$ cat config.mk
export PLATFORM = sky130hd
export DESIGN_NAME = arp_cache_cell
export DESIGN_NICKNAME = d
export VERILOG_FILES = /design/src/design/arp_pkg.sv /design/src/design/arp_cache_cell.sv
export SDC_FILE = /design/constraint.sdc
export NUM_CORES = 1
export LEC_CHECK = 0
export BUFFER_PORTS_ARGS = -buffer_cell sky130_fd_sc_hd__buf_2
export CORE_AREA = 2 2 154 156
export CTS_CLUSTER_SIZE = 16
export DETAILED_ROUTE_END_ITERATION = 6
export DIE_AREA = 0 0 156 158
export GPL_TIMING_DRIVEN = 0
export PLACE_DENSITY = 0.73
export SLEW_MARGIN = 20
export SYNTH_ARGS = -nofsm -noshare
export SYNTH_HDL_FRONTEND = slang
export SYNTH_SLANG_ARGS = --single-unit
$ cat constraint.sdc
create_clock -name i_clk -period 18 [get_ports i_clk]
set_input_delay 3.6 -clock i_clk [delete_from_list [all_inputs] [get_ports i_clk]]
set_output_delay 3.6 -clock i_clk [all_outputs]
set_load 0.05 [all_outputs]
$ cat src/design/arp_pkg.sv
// Shared types and constants of the ARP resolver.
package arp_pkg;

    // Input item function codes.
    localparam logic [1:0] FUNC_SEND = 2'd0;
    localparam logic [1:0] FUNC_RX   = 2'd1;
    localparam logic [1:0] FUNC_TICK = 2'd2;

    // Result item kinds.
    localparam logic [1:0] KIND_IPV4_OUT = 2'd0;
    localparam logic [1:0] KIND_ARP_REQ  = 2'd1;
    localparam logic [1:0] KIND_ARP_REP  = 2'd2;
    localparam logic [1:0] KIND_DELIVER  = 2'd3;

    // Protocol constants.
    localparam logic [15:0] ET_IPV4     = 16'h0800;
    localparam logic [15:0] ET_ARP      = 16'h0806;
    localparam logic [15:0] ARP_OP_REQ  = 16'd1;
    localparam logic [15:0] ARP_OP_REP  = 16'd2;
    localparam logic [47:0] MAC_BCAST   = 48'hFFFF_FFFF_FFFF;

    // Configuration register indexes and reset values.
    localparam logic [7:0]  REG_OWN_MAC    = 8'd0;
    localparam logic [7:0]  REG_OWN_IP     = 8'd1;
    localparam logic [7:0]  REG_CACHE_LIFE = 8'd2;
    localparam logic [7:0]  REG_REQ_LIFE   = 8'd3;
    localparam logic [31:0] CACHE_LIFE_RST = 32'd30000;
    localparam logic [31:0] REQ_LIFE_RST   = 32'd5000;

    typedef struct packed {
        logic [1:0]  func;
        logic [31:0] next_hop_ip;
        logic [15:0] datagram_handle;
        logic [47:0] frame_dst_mac;
        logic [15:0] frame_ethertype;
        logic        payload_ok;
        logic [15:0] arp_op;
        logic [47:0] arp_sender_mac;
        logic [31:0] arp_sender_ip;
        logic [31:0] arp_target_ip;
        logic [15:0] elapsed_ms;
    } t_in_item;

    typedef struct packed {
        logic [1:0]  out_kind;
        logic [47:0] out_dst_mac;
        logic [15:0] out_ethertype;
        logic [15:0] out_arp_op;
        logic [47:0] out_target_mac;
        logic [31:0] out_target_ip;
        logic [15:0] out_handle;
        logic        out_last;
    } t_out_item;

    // Search result handed from one cache cell to the next.
    typedef struct packed {
        logic        hit;
        logic [7:0]  hit_idx;
        logic [47:0] hit_mac;
        logic        free;
        logic [7:0]  free_idx;
        logic [31:0] old_age;
        logic [7:0]  old_idx;
    } t_cache_scan;

    // Search result handed from one pending cell to the next.
    typedef struct packed {
        logic       hit;
        logic [5:0] hit_idx;
        logic       free;
        logic [5:0] free_idx;
    } t_pend_scan;

    // Commands broadcast to the cache cells.
    typedef struct packed {
        logic        wr;
        logic [7:0]  wr_idx;
        logic [31:0] ip;
        logic [47:0] mac;
        logic        expire;
        logic [31:0] lifetime;
    } t_cache_cmd;

    // Commands broadcast to the pending cells.
    typedef struct packed {
        logic        alloc;
        logic        push;
        logic        pop;
        logic        expire;
        logic [5:0]  idx;
        logic [15:0] handle;
        logic [31:0] lifetime;
    } t_pend_cmd;

    typedef enum logic [2:0] {
        S_IDLE,
        S_SCAN,
        S_ACT,
        S_RES,
        S_FLUSH,
        S_TICK
    } t_state;

endpackage

$ cat src/design/arp_cache_cell.sv
// One cache entry with its stage of the registered search chain.
module arp_cache_cell
    import arp_pkg::*;
#(
    parameter int IDX = 0
) (
    input  logic        i_clk,
    input  logic        i_rst_n,
    input  logic [31:0] i_key,
    input  logic [31:0] i_now,
    input  t_cache_cmd  i_cmd,
    input  t_cache_scan i_scan,
    output t_cache_scan o_scan
);

    logic        r_valid;
    logic [31:0] r_ip;
    logic [47:0] r_mac;
    logic [31:0] r_stamp;
    t_cache_scan r_scan;
    t_cache_scan n_scan;
    logic [31:0] age;
    logic        sel;

    assign age = i_now - r_stamp;
    assign sel = i_cmd.wr && (i_cmd.wr_idx == 8'(IDX));

    // Merge this entry into the search result coming from the left.
    always_comb begin
        n_scan = i_scan;
        if (!i_scan.hit && r_valid && (r_ip == i_key)) begin
            n_scan.hit     = 1'b1;
            n_scan.hit_idx = 8'(IDX);
            n_scan.hit_mac = r_mac;
        end
        if (!i_scan.free && !r_valid) begin
            n_scan.free     = 1'b1;
            n_scan.free_idx = 8'(IDX);
        end
        if ((IDX == 0) || (age > i_scan.old_age)) begin
            n_scan.old_age = age;
            n_scan.old_idx = 8'(IDX);
        end
    end

    // Search stage register.
    always_ff @(posedge i_clk) begin
        r_scan <= n_scan;
    end

    // Entry contents: learn overwrites, a tick may evict.
    always_ff @(posedge i_clk) begin
        if (!i_rst_n) begin
            r_valid <= 1'b0;
        end else if (sel) begin
            r_valid <= 1'b1;
        end else if (i_cmd.expire && r_valid && (age > i_cmd.lifetime)) begin
            r_valid <= 1'b0;
        end
    end

    always_ff @(posedge i_clk) begin
        if (sel) begin
            r_ip    <= i_cmd.ip;
            r_mac   <= i_cmd.mac;
            r_stamp <= i_now;
        end
    end

    assign o_scan = r_scan;

endmodule

==> out/qor.yml <==
status: "finished, final reports clean"
wl_per_cell_um: 16.8
h-tree-depth: 1
cts_buffers: 24
synthArstFlopShare: 0
power.clock.fraction: 0.414
die_w_um: 156
p_sw_uw: 310
seqPwrFrac: 0.436
hp-class: "reg -> reg"
synth_seq_cells: 211
cp_slowest_stage_delay_ns: 0.40
yosysWarnings: 0
final_max_slew_viol_count: 0
drt-initial-drc-count: 242
skew_ns: 0.00805
clkSinkCount: 211
drcViolationCount: 0
worst-endpoint-arrival_ns: 7.53
crit_type: "in -> reg"
gp_congestion: 0.916
combPwrFrac: 0.150
gr-usage-met1: 0.207
fmax_mhz: 140
finalSetupViolations: 0
postCtsHoldBufs: 0
grt_pass1_vias: 6725
syn_inst: 711
required_ns: 18.40
grt_remaining_overflow: 0
ctsResizeCount: 0
drtAntennaViolNets: 0
clockBufferDepth: 3
rows: 56
switching_share: 0.257
firstDrtPassIters: 4
use_met2: 0.340
hpwl_mm: 19.3
rsz0062_at_grt: "false"
antenna_found_initial: 2
core_um2: 23100
ir_drop_mv: 0.0638
layout.nets: 1472
critPathLaunchType: "input pin"
io_buffers: 351
grt_max_degree: 14
pin_count: 400
viasPerCell: 4.72
grtUsageTotal: 0.182
syn_area_um2: 9110
area_delta_synth_final_pct: 33.9
path_cells: "buf_2 -> inv_1 -> ha_1 -> inv_1 -> fa_1 -> a21o_1 -> a21oi_2 -> o21a_1 -> o21ai_2 -> a31oi_2 -> o31ai_1 -> a21o_1 -> xor2_1 -> ha_1 -> nand3_1 -> nor4_1 -> o21ai_0 -> o211a_1 -> o21ai_0 -> nor2_1 -> o21a_1"
clk_pin_slew_ns: 0.06
ys_types: 60
avgSynthCellArea_um2: 12.8
crit_path_max_fanout: 3
global_route.usage.met3: 0.0438
drv_cap: 0
vias: 6714
totalWireLength_mm: 24.0
dieArea_um2: 24600
worstSkewPairLatency_ns: 0.51
p_leak_nw: 5.72
yosys.area.top_type_share: 0.369
yosysTopAreaCell: "edfxtp_1"
path_delay_family: "compound AO/OA/AOI/OAI gates"
critPathBufInv: 3
grt_pass1_wl_mm: 34.8
hold_viol: 0
cts_tree: "done"
postLayoutCellArea_um2: 12200
start_util: 0.395
postCtsSetupRepairBufs: 0
crit_cells: 21
max_slew_margin: 0.454
min_period_ns: 7.13
synth_most_common_cell: "edfxtp_1"
tightest_slew_ns: 0.812
p_int_uw: 899
seq_area_frac_synth: 0.587
instances_no_fill: 1423
die_h_um: 158
post-route-period-util: 0.396
drive_above_1_share: 0.405
whs_path_depth: 1
crit_slowest_cell: "fa_1"
synth-main-ff-cell: "edfxtp_1"
powerDensity_nw_per_um2: 99.1
endpoint_kind: "register"
placedCellCount: 1378
synth_common_cells: "112 x edfxtp_1, 99 x dfxtp_1, 72 x inv_1"
synth_area_leaders: "edfxtp_1 37%, dfxtp_1 22%, ha_1 8.7%"
grt-busiest-layer: "met2"
place_area_um2: 11400
r2r_cells: 19
cts_root_buffer: "clkbuf_16"
synth-edff-count: 112
[per-stage QoR]
step / TNS (ns) / utilization / worst slack [ns] / hold WS, ns / power, mW
finish: 0 / 0.529 / 10.87 / 0.452 / 1.21
global route: 0 / 0.529 / 10.55 / 0.467 / 1.26
CTS: 0 / 0.529 / 10.78 / 0.457 / 1.22
detailed placement: 0 / 0.493 / 10.25 / 0.442 / 0.719
global placement: -359.13 / 0.488 / -3.30 / 0.434 / 0.715
floorplan: 0 / - / 2.51 / 0.392 / 0.656
[routing by layer]
| layer | wire, um | part of all wire | vias up |
|---|---|---|---|
| met3 | 1780 | 0.074 | 48 |
| met4 | 511 | 0.021 | 2 |
| met5 | 13 | 0.00054 | - |
| li1 | - | - | 3318 |
| met2 | 12300 | 0.51 | 245 |
| met1 | 9330 | 0.39 | 3101 |
[final cells by class]
class / count / area [um^2]
Multi-Input combinational cell: 415 / 3390
Fill cell: 2006 / 10800
Inverter: 72 / 270
Timing Repair Buffer: 370 / 1870
Antenna cell: 1 / 2.50
Clock buffer: 33 / 696
Buffer: 20 / 136
Sequential cell: 211 / 5350
Tap cell: 290 / 363
Clock inverter: 11 / 134
[power by group through the flow]
| stage | Sequential, mW | Combinational (mW) | Clock [mW] |
|---|---|---|---|
| 2_1_floorplan | 0.595 | 0.0613 | 0 |
| 3_3_place_gp | 0.537 | 0.178 | 0 |
| 3_5_place_dp | 0.537 | 0.181 | 0 |
| 4_1_cts | 0.527 | 0.183 | 0.513 |
| 5_1_grt | 0.528 | 0.196 | 0.533 |
| 6_report | 0.527 | 0.182 | 0.501 |
[worst reg2reg max path, cell delays in order, from the launching register on]
cell	delay (ns)
edfxtp_1	0.33
ha_1	0.16
inv_1	0.06
fa_1	0.40
a21o_1	0.19
a21oi_2	0.21
o21a_1	0.21
o21ai_2	0.12
a31oi_2	0.32
o31ai_1	0.11
a21o_1	0.20
xor2_1	0.17
ha_1	0.31
nand3_1	0.12
nor4_1	0.40
o21ai_0	0.21
o211a_1	0.18
o21ai_0	0.18
nor2_1	0.07
o21a_1	0.17
[layout by cell type (no fill, tap or decap), drive strengths merged, types with 2 or more instances in the layout]
cell type,count
a211o,2
a21o,27
a21oi,35
a31oi,5
a32oi,2
and4,2
buf,386
bufinv,3
clkbuf,37
clkinv,6
clkinvlp,2
conb,8
dfxtp,99
edfxtp,112
ha,63
inv,72
mux2,48
nand2,22
nand2b,3
nand3,8
nand4,9
nor2,15
nor2b,21
nor3,7
nor3b,2
nor4,12
o21a,10
o21ai,21
o21bai,6
or2,3
xnor2,22
xor2,41
[state kept, by name, summed over array words and instances (netlist names)]
name	cells
o_scan	98
r_ip	32
r_mac	48
r_stamp	32
r_valid	1
[kinds of logic after synthesis]
kind of cell | count (synthesis) | share of synthesized area
compound gates | 121 | 0.0934
xor+xnor | 63 | 0.0606
fa+ha+maj | 64 | 0.0887
buf+inv | 92 | 0.0446
flops | 211 | 0.587
mux | 48 | 0.0593
other cells | 1 | 0.000412
simple gates | 111 | 0.0663
[final timing paths]
kind / startpoint / to / slack [ns]
max reg2reg: r_stamp[0] / r_valid / 13.78
max: i_now[0] / r_valid / 10.87
min reg2reg: r_mac[17] / o_scan[66] / 0.45
min: r_mac[17] / o_scan[66] / 0.45
Note: power is estimated with default switching activity, not from simulation.
