===== config.mk =====
export PLATFORM = sky130hd
export DESIGN_NAME = arp_pend_cell
export DESIGN_NICKNAME = d
export VERILOG_FILES = /design/src/design/arp_pkg.sv /design/src/design/arp_pend_cell.sv
export SDC_FILE = /design/constraint.sdc
export NUM_CORES = 1
export LEC_CHECK = 0
export ABC_AREA = 1
export BUFFER_PORTS_ARGS = -buffer_cell sky130_fd_sc_hd__buf_2
export CAP_MARGIN = 40
export CELL_PAD_IN_SITES_DETAIL_PLACEMENT = 0
export CELL_PAD_IN_SITES_GLOBAL_PLACEMENT = 2
export CORE_MARGIN = 4
export CORE_UTILIZATION = 33
export DETAILED_ROUTE_END_ITERATION = 6
export PLACE_DENSITY_LB_ADDON = 0.1
export SLEW_MARGIN = 25
export SYNTH_ARGS = -nofsm -noshare
export SYNTH_HDL_FRONTEND = slang
export SYNTH_SLANG_ARGS = --single-unit

===== constraint.sdc =====
create_clock -name i_clk -period 6.7 [get_ports i_clk]
set_clock_uncertainty 0.05 [all_clocks]
set_input_delay 2.01 -clock i_clk [delete_from_list [all_inputs] [get_ports i_clk]]
set_output_delay 2.01 -clock i_clk [all_outputs]
set_load 0.005 [all_outputs]

===== src/design/arp_pkg.sv =====
// Shared types and constants of the ARP resolver.
package arp_pkg;

    // Input item function codes.
    localparam logic [1:0] FUNC_SEND = 2'd0;
    localparam logic [1:0] FUNC_RX   = 2'd1;
    localparam logic [1:0] FUNC_TICK = 2'd2;

    // Result item kinds.
    localparam logic [1:0] KIND_IPV4_OUT = 2'd0;
    localparam logic [1:0] KIND_ARP_REQ  = 2'd1;
    localparam logic [1:0] KIND_ARP_REP  = 2'd2;
    localparam logic [1:0] KIND_DELIVER  = 2'd3;

    // Protocol constants.
    localparam logic [15:0] ET_IPV4     = 16'h0800;
    localparam logic [15:0] ET_ARP      = 16'h0806;
    localparam logic [15:0] ARP_OP_REQ  = 16'd1;
    localparam logic [15:0] ARP_OP_REP  = 16'd2;
    localparam logic [47:0] MAC_BCAST   = 48'hFFFF_FFFF_FFFF;

    // Configuration register indexes and reset values.
    localparam logic [7:0]  REG_OWN_MAC    = 8'd0;
    localparam logic [7:0]  REG_OWN_IP     = 8'd1;
    localparam logic [7:0]  REG_CACHE_LIFE = 8'd2;
    localparam logic [7:0]  REG_REQ_LIFE   = 8'd3;
    localparam logic [31:0] CACHE_LIFE_RST = 32'd30000;
    localparam logic [31:0] REQ_LIFE_RST   = 32'd5000;

    typedef struct packed {
        logic [1:0]  func;
        logic [31:0] next_hop_ip;
        logic [15:0] datagram_handle;
        logic [47:0] frame_dst_mac;
        logic [15:0] frame_ethertype;
        logic        payload_ok;
        logic [15:0] arp_op;
        logic [47:0] arp_sender_mac;
        logic [31:0] arp_sender_ip;
        logic [31:0] arp_target_ip;
        logic [15:0] elapsed_ms;
    } t_in_item;

    typedef struct packed {
        logic [1:0]  out_kind;
        logic [47:0] out_dst_mac;
        logic [15:0] out_ethertype;
        logic [15:0] out_arp_op;
        logic [47:0] out_target_mac;
        logic [31:0] out_target_ip;
        logic [15:0] out_handle;
        logic        out_last;
    } t_out_item;

    // Search result handed from one cache cell to the next.
    typedef struct packed {
        logic        hit;
        logic [7:0]  hit_idx;
        logic [47:0] hit_mac;
        logic        free;
        logic [7:0]  free_idx;
        logic [31:0] old_age;
        logic [7:0]  old_idx;
    } t_cache_scan;

    // Search result handed from one pending cell to the next.
    typedef struct packed {
        logic       hit;
        logic [5:0] hit_idx;
        logic       free;
        logic [5:0] free_idx;
    } t_pend_scan;

    // Commands broadcast to the cache cells.
    typedef struct packed {
        logic        wr;
        logic [7:0]  wr_idx;
        logic [31:0] ip;
        logic [47:0] mac;
        logic        expire;
        logic [31:0] lifetime;
    } t_cache_cmd;

    // Commands broadcast to the pending cells.
    typedef struct packed {
        logic        alloc;
        logic        push;
        logic        pop;
        logic        expire;
        logic [5:0]  idx;
        logic [15:0] handle;
        logic [31:0] lifetime;
    } t_pend_cmd;

    typedef enum logic [2:0] {
        S_IDLE,
        S_SCAN,
        S_ACT,
        S_RES,
        S_FLUSH,
        S_TICK
    } t_state;

endpackage


===== src/design/arp_pend_cell.sv =====
// One pending request with its queue of held handles and its search chain stage.
module arp_pend_cell
    import arp_pkg::*;
#(
    parameter int IDX         = 0,
    parameter int QUEUE_DEPTH = 8,
    parameter int CW          = $clog2(QUEUE_DEPTH + 1),
    parameter int QIW         = (QUEUE_DEPTH > 1) ? $clog2(QUEUE_DEPTH) : 1
) (
    input  logic          i_clk,
    input  logic          i_rst_n,
    input  logic [31:0]   i_key,
    input  logic [31:0]   i_now,
    input  t_pend_cmd     i_cmd,
    input  t_pend_scan    i_scan,
    output t_pend_scan    o_scan,
    output logic [15:0]   o_head,
    output logic [CW-1:0] o_count
);

    logic          r_valid;
    logic [31:0]   r_ip;
    logic [31:0]   r_stamp;
    logic [CW-1:0] r_count;
    logic [15:0]   r_q [QUEUE_DEPTH];
    t_pend_scan    r_scan;
    t_pend_scan    n_scan;
    logic          sel;
    logic          room;
    logic [31:0]   age;

    assign sel  = (i_cmd.idx == 6'(IDX));
    assign room = (r_count < CW'(QUEUE_DEPTH));
    assign age  = i_now - r_stamp;

    // Merge this request into the search result coming from the left.
    always_comb begin
        n_scan = i_scan;
        if (!i_scan.hit && r_valid && (r_ip == i_key)) begin
            n_scan.hit     = 1'b1;
            n_scan.hit_idx = 6'(IDX);
        end
        if (!i_scan.free && !r_valid) begin
            n_scan.free     = 1'b1;
            n_scan.free_idx = 6'(IDX);
        end
    end

    always_ff @(posedge i_clk) begin
        r_scan <= n_scan;
    end

    // Control: allocate, append, drain and age out.
    always_ff @(posedge i_clk) begin
        if (!i_rst_n) begin
            r_valid <= 1'b0;
            r_count <= '0;
        end else if (sel && i_cmd.alloc) begin
            r_valid <= 1'b1;
            r_count <= CW'(1);
        end else if (sel && i_cmd.push && room) begin
            r_count <= r_count + CW'(1);
        end else if (sel && i_cmd.pop) begin
            r_count <= r_count - CW'(1);
            if (r_count == CW'(1)) begin
                r_valid <= 1'b0;
            end
        end else if (i_cmd.expire && r_valid && (age > i_cmd.lifetime)) begin
            r_valid <= 1'b0;
            r_count <= '0;
        end
    end

    // Payload: the handle queue drains by shifting toward the head.
    always_ff @(posedge i_clk) begin
        if (sel && i_cmd.alloc) begin
            r_ip       <= i_key;
            r_stamp    <= i_now;
            r_q[0]     <= i_cmd.handle;
        end else if (sel && i_cmd.push && room) begin
            r_q[r_count[QIW-1:0]] <= i_cmd.handle;
        end else if (sel && i_cmd.pop) begin
            for (int j = 0; j < QUEUE_DEPTH - 1; j++) begin
                r_q[j] <= r_q[j+1];
            end
        end
    end

    assign o_scan  = r_scan;
    assign o_head  = r_q[0];
    assign o_count = r_count;

endmodule


==> impl_summary.md <==
Finish
The top cell types in the final layout, fill and taps aside, are inv_1 (206), nand2_1 (203), edfxtp_1 (192). The total of fill cells in the finished design is about 3500. The final layout contains 1555 nets. The finished cells cover approximately 0.014 mm². The post-route netlist has around 27% of its cells at a drive strength greater than 1.

The leading cell type in the layout, fill and taps excluded is inv_1. The layout overhead on the synthesized area is 19.8%. The total inserted antenna cells is 0.

Critical path
In this run the critical register-to-register path is launched from r_stamp[2]. The register-to-register path setup slack is about 2.9 ns. The critical path crosses 22 cells after its start point.

The reg-to-reg endpoint is r_valid. STA classifies the critical path startpoint as a primary input. The most repeated library cell on the critical path is nand2_1. The classification of the worst setup path is primary input to flip-flop. The kind of end point of the critical path is a flip-flop. Data on the critical path is required at its endpoint by ~7.1 ns.

For the worst setup path, the data arrival time is roughly 5.5 ns. Counting cells, the worst reg-to-reg path comes to 20. The critical path's slowest cell is fa_1.

In this run the worst path has a maximum fanout of 5. The critical path goes through buf_2, inv_1, ha_1, inv_1, fa_1, nand3_1, nand2_1, a21oi_1, o21ai_1, a21o_1, xor2_1, ha_1, nand2_1, nor2_1, nand3b_1, nor3b_1, a21oi_1, nand2_1, nand2_1, nand2_1, nand2_1, a21oi_1. For this run, the slowest stage of the critical path takes roughly 0.40 ns. The number of buffers and inverters on the critical path is 3.

The category of cells accounting for the largest share of critical-path delay is simple AND/OR/NAND/NOR gates.

Synthesis
In this run the mean area of a mapped cell was 10.0 µm². Of the synthesized area, sequential elements account for 52.9%. By area, the combinational part of the netlist is dominated by compound AO/OA/AOI/OAI gates.

For this run, asynchronously set or reset flops after synthesis account for 0%. The number of enable flip-flop cells after synthesis is between 150 and 200. After Yosys synthesis, XOR and XNOR cells account for 3.09% of the synthesized area. Of the total synthesized cell area, the portion taken by AND, OR, NAND and NOR gates is approximately 14%. Of the total synthesized cell area, the portion taken by full adders, half adders and majority gates is 7.28%.

The synthesized netlist devotes approximately 14% of its cell area to compound gates. Synthesis handed over a netlist of 1157 instances. Counting distinct cell types in the post-synthesis netlist gives 49.

The total number of yosys warnings is 0. The flip-flop cell with the highest count after synthesis is edfxtp_1. The synthesis-stage register bit count is 211. The cell area after synthesis is 0.0116 mm². The synthesized net count is between 1000 and 1500. Measured against the total synthesized area, the mux share comes to 0%.

Min path
Counting instances, the worst hold path has a depth of 2. The classification of the worst-slack hold path is flip-flop to flip-flop. In this run the most critical hold path is launched from r_q[4][15]. The worst hold path terminates at r_q[3][15].

Pwr
Sequential cells account for 46.0% of the total power. The internal portion of the total power is between 2000 and 2500 µW. The share of total power in the clock network is 44.6%. For this design the static power due to leakage is roughly 0.0062 µW.

VDD sags by at most about 0.00018 V. In this run the power density over the cells is 225 mW/mm². The switching power of the nets is 753 µW. Combinational logic is responsible for around a tenth of the overall power. The net switching share of the total power is between 20 and 25%.

Route
The total DRC errors in the routed layout is 0. The total via count after detailed routing is about 8300. The wire length per cell after detailed routing is about 16 µm. The final antenna-violating net count is 0. Dividing the detail-routed via count by the number of cells gives approximately 4.5. Wires add up to 29300 µm. The first TritonRoute pass finished after 4 iterations. The number of violations reported at the end of detailed-routing iteration 0 is around 420.

Floorplan
The floorplan step defined a die boundary enclosing between 0.03 and 0.04 mm². The number of rows created at floorplan is just under 70. The core region is ~0.035 mm². The effective utilization at floorplan is 33.6%.

The height of the die is slightly below 200 µm. The die is roughly 200 µm wide. In this run the count of I/O pins placed on the die edge is about 170.

Timing
Setup repair after global routing left no endpoint under its margin. The total setup violations reported at the end of the flow is 0. The maximum clock rate is ~200 MHz. At the pin with the least slew margin, the transition time is 0.666 ns. The setup TNS is 0 ns. The part of the cycle the worst path needs is 75.1%. The final-report max-slew violation count is 0. The final-report hold violation count is 0. In this run the tightest slew margin relative to its limit is ~56%. The time the final worst path needs with I/O delays and setup is ~5 ns.

CTS
The post-cts sizing count is 0. CTS built an H-tree with a depth of 1. For this design, the sink count on the clock tree is 211. The number of buffers on the longest clock path is 3. The clock tree from TritonCTS is done. After clock tree synthesis, the clock-pin slew on the worst setup and hold paths is 0.06 ns. The number of clock buffers added by TritonCTS is 27.

The clock latency at the later pin of the worst-skew pair is roughly 0.54 ns. Post-CTS timing repair inserted 0 buffers for setup. The tree is rooted in a clkbuf_16. The hold buffer count at cts is 0.

Placement
At the end of routability-driven placement, the weighted congestion stood at roughly 0.8. The HPWL after detailed placement is 22300 µm. Input and output buffers added on the ports amount to about 170. The area after detailed placement is 0.0131 mm².

Outcome
The flow ran to the end, and the final reports show no timing, DRC or antenna violations.

Global routing
The overall fraction of global-route tracks in use is about 15%. The pin count of the biggest net entering global routing is slightly above 40. The number of antenna violations at the first check in global routing is 0. The via count of the first global-routing pass came to between 8000 and 9000. The first global-routing pass estimated roughly 46000 µm of wire. After global routing the overflow that remains totals 0.

Flow run
The number of maximum-capacitance constraint violations is 0.
==> layer usage <==
metal	vias to the layer above	track usage (%)	routed length [µm]
met2	162	22.5	12400
met4	0	2.97	457
met1	3809	23.1	15000
met5	-	0	0
met3	33	2.52	1400
li1	4267	-	-
==> registers in the layout, summed over array words and instances (netlist names) <==
signal / flops
r_stamp: 32
r_ip: 32
r_valid: 1
o_scan: 14
o_count: 4
r_q: 128
==> Yosys cell counts, drive strengths merged (3+ instances only) <==
| cell type | n | area (µm²) |
|---|---|---|
| ha | 66 | 826 |
| inv | 226 | 848 |
| xnor2 | 14 | 123 |
| edfxtp | 192 | 5770 |
| nor2 | 70 | 280 |
| nand4 | 7 | 43.8 |
| xor2 | 27 | 236 |
| a31oi | 7 | 43.8 |
| nand3 | 28 | 168 |
| o22ai | 4 | 25.0 |
| nor3 | 11 | 65.1 |
| o221ai | 3 | 26.3 |
| or2 | 6 | 37.5 |
| nand2 | 233 | 955 |
| o21ai | 138 | 1110 |
| nor4 | 4 | 25.0 |
| buf | 19 | 161 |
| a21oi | 55 | 275 |
| dfxtp | 19 | 380 |
| a21o | 5 | 37.5 |
==> cells by family after synthesis <==
kind of cell               count (synthesis)
and+or+nand+nor                          364
buffers and inverters                    247
AOI/OAI and AO/OA                        227
DFF                                      211
adders and majority gates                 67
xor gates and xnor gates                  41
==> worst register-to-register path, delay by kind of cell, from the launching register on <==
kind            cells  cell delay (ns)
fa+ha+maj           2             0.57
compound gates      7             1.39
flops               1             0.36
simple gates        9             1.11
buf+inv             1             0.06
xor+xnor            1             0.19
==> stage by stage <==
stage          power, µW  utilization (%)  setup WS (ns)  hold WS, ns  instances
2_1_floorplan       1650                -         0.0712        0.412       1157
3_3_place_gp        1760             37.4           1.11        0.452       1769
3_5_place_dp        1770             37.7           1.05        0.457       1776
4_1_cts             3190             40.2           1.62        0.473       1826
5_1_grt             3280             40.2           1.26        0.483       1826
6_report            3130             40.2           1.67        0.471       1826
==> how the worst max path moves through the flow <==
| stage | start | end |
|---|---|---|
| after floorplan | i_cmd[49] | r_q[0][0] |
| after global placement | i_now[0] | r_valid |
| after detailed placement | i_now[0] | r_valid |
| after CTS | i_now[0] | r_valid |
| after global routing | i_now[2] | r_valid |
| final | i_now[0] | r_valid |
==> power by group through the flow <==
stage	logic [µW]	clock network [µW]	registers [µW]
CTS	300	1450	1440
global route	342	1500	1440
global placement	297	0	1470
floorplan	181	0	1470
detailed placement	298	0	1470
finish	294	1400	1440
==> layout make-up <==
type | count | area (µm²) | share of cell area, %
clock buffers | 36 | 741 | 5.32
clock inverters | 14 | 114 | 0.818
inverters | 226 | 848 | 6.09
multi-input cells | 699 | 4480 | 32.1
flip-flops and latches | 211 | 6150 | 44.1
well taps | 455 | 569 | 4.09
repair buffers | 185 | 1030 | 7.40
Power figures use the tool's default switching activity.
